<file path="src/rtl/wvm_pkg.sv">
// Package for the wavetable voice mixer: request codes, envelope stages,
// field widths, the configuration register map and a modulo-six helper.
// No dependencies.
package wvm_pkg;
    localparam int WAVE_COUNT = 6;
    localparam int TABLE_LEN = 256;
    localparam int TABLE_DEPTH = WAVE_COUNT * TABLE_LEN;
    localparam int TADDR_W = 11;

    localparam logic [1:0] REQ_NOTE_ON  = 2'd0;
    localparam logic [1:0] REQ_NOTE_OFF = 2'd1;
    localparam logic [1:0] REQ_RENDER   = 2'd2;
    localparam logic [1:0] REQ_TABLE_WR = 2'd3;

    localparam logic [2:0] ST_OFF     = 3'd0;
    localparam logic [2:0] ST_ATTACK  = 3'd1;
    localparam logic [2:0] ST_DECAY   = 3'd2;
    localparam logic [2:0] ST_SUSTAIN = 3'd3;
    localparam logic [2:0] ST_RELEASE = 3'd4;

    localparam logic [1:0] CFG_ATTACK  = 2'd0;
    localparam logic [1:0] CFG_DECAY   = 2'd1;
    localparam logic [1:0] CFG_SUSTAIN = 2'd2;
    localparam logic [1:0] CFG_RELEASE = 2'd3;

    typedef struct packed {
        logic [1:0]  req_type;
        logic [2:0]  voice;
        logic [7:0]  wave;
        logic [15:0] period;
        logic        env_tick;
        logic [7:0]  table_index;
        logic signed [15:0] table_value;
    } t_req;

    typedef struct packed {
        logic signed [15:0] sample;
    } t_rsp;

    // wave number modulo six: quotient by reciprocal multiply, exact below 256
    function automatic logic [2:0] mod6(input logic [7:0] w);
        logic [15:0] q;
        logic [7:0]  r;
        q = {8'b0, w} * 16'd171;
        r = w - ({2'b0, q[15:10]} * 8'd6);
        return r[2:0];
    endfunction
endpackage

</file>
<file path="src/rtl/wvm_div.sv">
// Restoring divider for 2^24 / period, one quotient bit per cycle.
// Depends on wvm_pkg (nothing beyond the import convention).
module wvm_div import wvm_pkg::*; (
    input  logic        i_clk,
    input  logic        i_rst_n,
    input  logic        i_start,
    input  logic [15:0] i_divisor,
    output logic        o_done,
    output logic [24:0] o_quot
);
    logic [4:0]  r_cnt;
    logic        r_busy;
    logic        r_done;
    logic [24:0] r_num;
    logic [16:0] r_rem;
    logic [24:0] r_quot;
    logic [15:0] r_den;
    logic [16:0] n_rem_sh;
    logic [17:0] n_diff;

    assign n_rem_sh = {r_rem[15:0], r_num[24]};
    assign n_diff   = {1'b0, n_rem_sh} - {2'b0, r_den};

    // shift in one dividend bit, subtract when it fits; flag done after the last bit
    always_ff @(posedge i_clk) begin
        if (!i_rst_n) begin
            r_busy <= 1'b0;
            r_done <= 1'b0;
            r_cnt  <= '0;
        end else begin
            r_done <= r_busy && (r_cnt == 5'd1);
            if (i_start) begin
                r_busy <= 1'b1;
                r_cnt  <= 5'd25;
                r_num  <= 25'h1000000;
                r_rem  <= '0;
                r_quot <= '0;
                r_den  <= (i_divisor == 16'd0) ? 16'd1 : i_divisor;
            end else if (r_busy) begin
                r_num <= {r_num[23:0], 1'b0};
                if (!n_diff[17]) begin
                    r_rem  <= n_diff[16:0];
                    r_quot <= {r_quot[23:0], 1'b1};
                end else begin
                    r_rem  <= n_rem_sh;
                    r_quot <= {r_quot[23:0], 1'b0};
                end
                r_cnt <= r_cnt - 5'd1;
                if (r_cnt == 5'd1) r_busy <= 1'b0;
            end
        end
    end

    assign o_done = r_done;
    assign o_quot = r_quot;
endmodule

</file>
<file path="config.mk">
export PLATFORM = sky130hd
export DESIGN_NAME = wvm_div
export DESIGN_NICKNAME = d
export VERILOG_FILES = /design/src/rtl/wvm_pkg.sv /design/src/rtl/wvm_div.sv
export SDC_FILE = /design/constraint.sdc
export NUM_CORES = 1
export LEC_CHECK = 0
export ABC_CLOCK_PERIOD_IN_PS = 3000
export BUFFER_PORTS_ARGS = -buffer_cell sky130_fd_sc_hd__buf_4
export CORE_MARGIN = 2
export CORE_UTILIZATION = 46
export DETAILED_ROUTE_END_ITERATION = 6
export PLACE_DENSITY = 0.66
export SLEW_MARGIN = 10
export SYNTH_ARGS = -nofsm -noshare
export SYNTH_HDL_FRONTEND = slang
export SYNTH_SLANG_ARGS = --single-unit
</file>
<file path="constraint.sdc">
create_clock -name i_clk -period 3 [get_ports i_clk]
set_input_delay 0.3 -clock i_clk [delete_from_list [all_inputs] [get_ports i_clk]]
set_output_delay 0.3 -clock i_clk [all_outputs]
set_load 0.01 [all_outputs]
</file>
==> out/results.ini <==
[status]
run_status = finished clean

[clocking]
clk_latency_ps = 360
cts_made_buffers = 9
cts-resized-gates = 0
clk_pin_slew_ps = 80
clockBufferDepth = 2
clock_sinks = 65
hold_buffers = 0
cts_setup_buffers = 0
cts-root-buf = clkbuf_8
cts_tree = done
cts_max_level = 3

[power]
cellPowerDensity_mw_per_mm2 = 608.6
p_sw_w = 0.0006556
p_comb_share_pct = 19.5
totalPowerFinal_w = 0.002411
seqPwrFrac_pct = 45.8
switching_share_pct = 27.19
p_int_w = 0.001755
p_leak_nw = 1.615
ir_worst_vdd_uv = 348.6
clkPwrFrac_pct = 34.7

[timing]
finalSetupViolCount = 0
relSlewSlack_pct = 54.96
skew_ps = 10.38
tns_ps = 0
fmax_mhz = 375.9
period_share_pct = 88.68
final_max_slew_viol_count = 0
min_period_ps = 2660
rsz0062_at_grt = false
tightest_slew_ps = 675.6
hold_viol = 0

[global_route]
grt-ovfl-total = 0
gr-usage-all-layers_pct = 17.09
grt_pass1_wl_mm = 10.17
first_global_vias = 2169
grt_max_degree = 45
antenna_found_initial = 0

[synth]
ys_types = 48
synth_top_area_share_pct = 52.13
synth_top_area_cell = edfxtp_1
synth_commonest_cells = edfxtp_1, nand2_1, nor2b_1
syn_nets = 331
ys_top_cells_by_area = edfxtp_1, ha_1, nor2b_1
avgSynthCellArea_sq_um = 11.40
synth-main-ff-cell = edfxtp_1
synth.yosys.seq_area_share_pct = 56.33
synth_edf_count = 58
synth_area_sq_mm = 0.003341
ys_ff_latch = 65
yosys_warnings = 0
yosysMostFrequentCell = edfxtp_1
synthArstFlopShare_pct = 0
syn_inst = 293

[drt]
first_pass_iters = 4
routed_wl_mm = 6.225
postRouteAntennaNets = 0
vias = 2197
post_drt_wl_per_cell_microns = 14.34
drc = 0
via_per_inst = 5.062
drtIter0Drc = 146

[layout]
design_area_sq_mm = 0.003961
diodes = 0
nets = 368
drive_above_1_share_pct = 21.79
fill_cells = 640
seqCellArea_sq_mm = 0.001882
multiInputGateArea_sq_mm = 0.001294
syn_to_final_growth_pct = 18.58

[setup_path]
arrival_ps = 2760
critPathMaxStageDelay_ps = 390
worstPathCellList = inv_1 -> ha_1 -> inv_1 -> fa_1 -> a21o_1 -> a221oi_2 -> o31ai_1 -> a21o_1 -> a21oi_1 -> xor2_1 -> a211oi_1
end_kind = flip-flop
slowest_stage = edfxtp_1
reg2reg_slack_ps = 340
worst_setup_path_start_kind = flip-flop
cp.required_ps = 3090
crit_type = flip-flop to flip-flop
critical_path_peak_fanout = 4

[placed_design]
place_congestion = 0.8018
placed_cell_area_sq_mm = 0.003742
post-dp-hpwl_mm = 4.356
io_buffers = 44

[floorplan]
die_height_microns = 89.22
rows = 31
io_pins = 45
die_area_sq_mm = 0.007960
dieWidth_microns = 89.22
initial_core_util_pct = 46.81
core_sq_mm = 0.007137

[run]
cap_violations = 0

[worst_hold_path]
hold_path.class = primary input to flip-flop

routing by layer:
metal	share of wire (%)	wire length (microns)	track usage, %	up-vias
li1	-	-	-	1112
met1	49	3021	23.11	1028
met2	46	2848	26.73	43
met3	3.4	210	3.324	14
met4	2.3	144	7.734	0
met5	0	0	0	-
stage by stage:
step	hold WS [ps]	setup slack, ps	utilization [%]	std cells
after floorplan	398.9	509.2	-	293
after global placement	483.6	369.9	52.44	418
after detailed placement	489.0	333.3	52.44	418
after CTS	122.8	327.4	55.50	434
after global routing	128.6	136.4	55.50	434
final	130.8	339.7	55.50	434
worst paths after layout:
| kind | startpoint | endpoint | depth (start not counted) |
|---|---|---|---|
| min reg2reg | r_cnt[1] | r_cnt[1] | 2 |
| max reg2reg | r_num[24] | r_rem[12] | 11 |
| max | r_num[24] | r_rem[12] | 11 |
| min | i_divisor[7] | r_den[7] | 1 |
worst max-delay path: cells and delay by family, from the launching register on:
kind | cells | cell delay, ps
fa+ha+maj | 2 | 550
flops | 1 | 390
buf+inv | 2 | 120
compound gates | 6 | 1190
xor+xnor | 1 | 150
power by group through the flow:
stage	logic, W	clock network (W)	registers [W]
after floorplan	0.000337	0	0.00113
after global placement	0.000465	0	0.00112
after detailed placement	0.000471	0	0.00112
after CTS	0.000473	0.000854	0.00111
after global routing	0.000534	0.000882	0.00111
final	0.000470	0.000835	0.00111
cell usage in the layout, fill, tap and decap left out, types with 2 or more instances in the layout:
master / n
clkinv_4: 2
nor2_1: 13
o21ai_0: 2
o31a_1: 2
nand2_1: 26
nor3_1: 2
xnor2_1: 6
and3_1: 2
buf_4: 49
o2bb2ai_1: 2
and2_1: 2
a211oi_1: 6
nor2b_1: 26
a21oi_1: 24
ha_1: 18
inv_1: 20
a21o_1: 7
nand3_1: 4
dfxtp_1: 7
xor2_1: 7
o21a_1: 6
or3_1: 3
edfxtp_1: 58
clkbuf_8: 9
nor4_1: 3
bufinv_16: 2
flip-flops by register name, indices dropped and copies added, names as in the netlist:
name    cells
o_quot     25
r_den      16
r_rem      16
r_cnt       5
o_done      1
r_busy      1
r_num       1
cell type report:
class,count,share of cell area [%]
inverters,20,1.895
multi-input cells,185,32.66
well taps,99,3.127
clock inverters,6,2.306
flip-flops and latches,65,47.50
clock buffers,10,3.222
repair buffers,49,9.286
cells by family (layout without fill, tap and decap cells):
| logic type | after synthesis | count (layout) | synth area share, % |
|---|---|---|---|
| compound gates | 64 | 64 | 13.86 |
| xor+xnor | 13 | 13 | 3.408 |
| fa+ha+maj | 19 | 19 | 7.341 |
| buf+inv | 43 | 85 | 4.981 |
| flops | 65 | 65 | 56.33 |
| mux | 1 | 1 | 0.3371 |
| simple gates | 88 | 88 | 13.75 |
(Power assumes the default switching activity.)
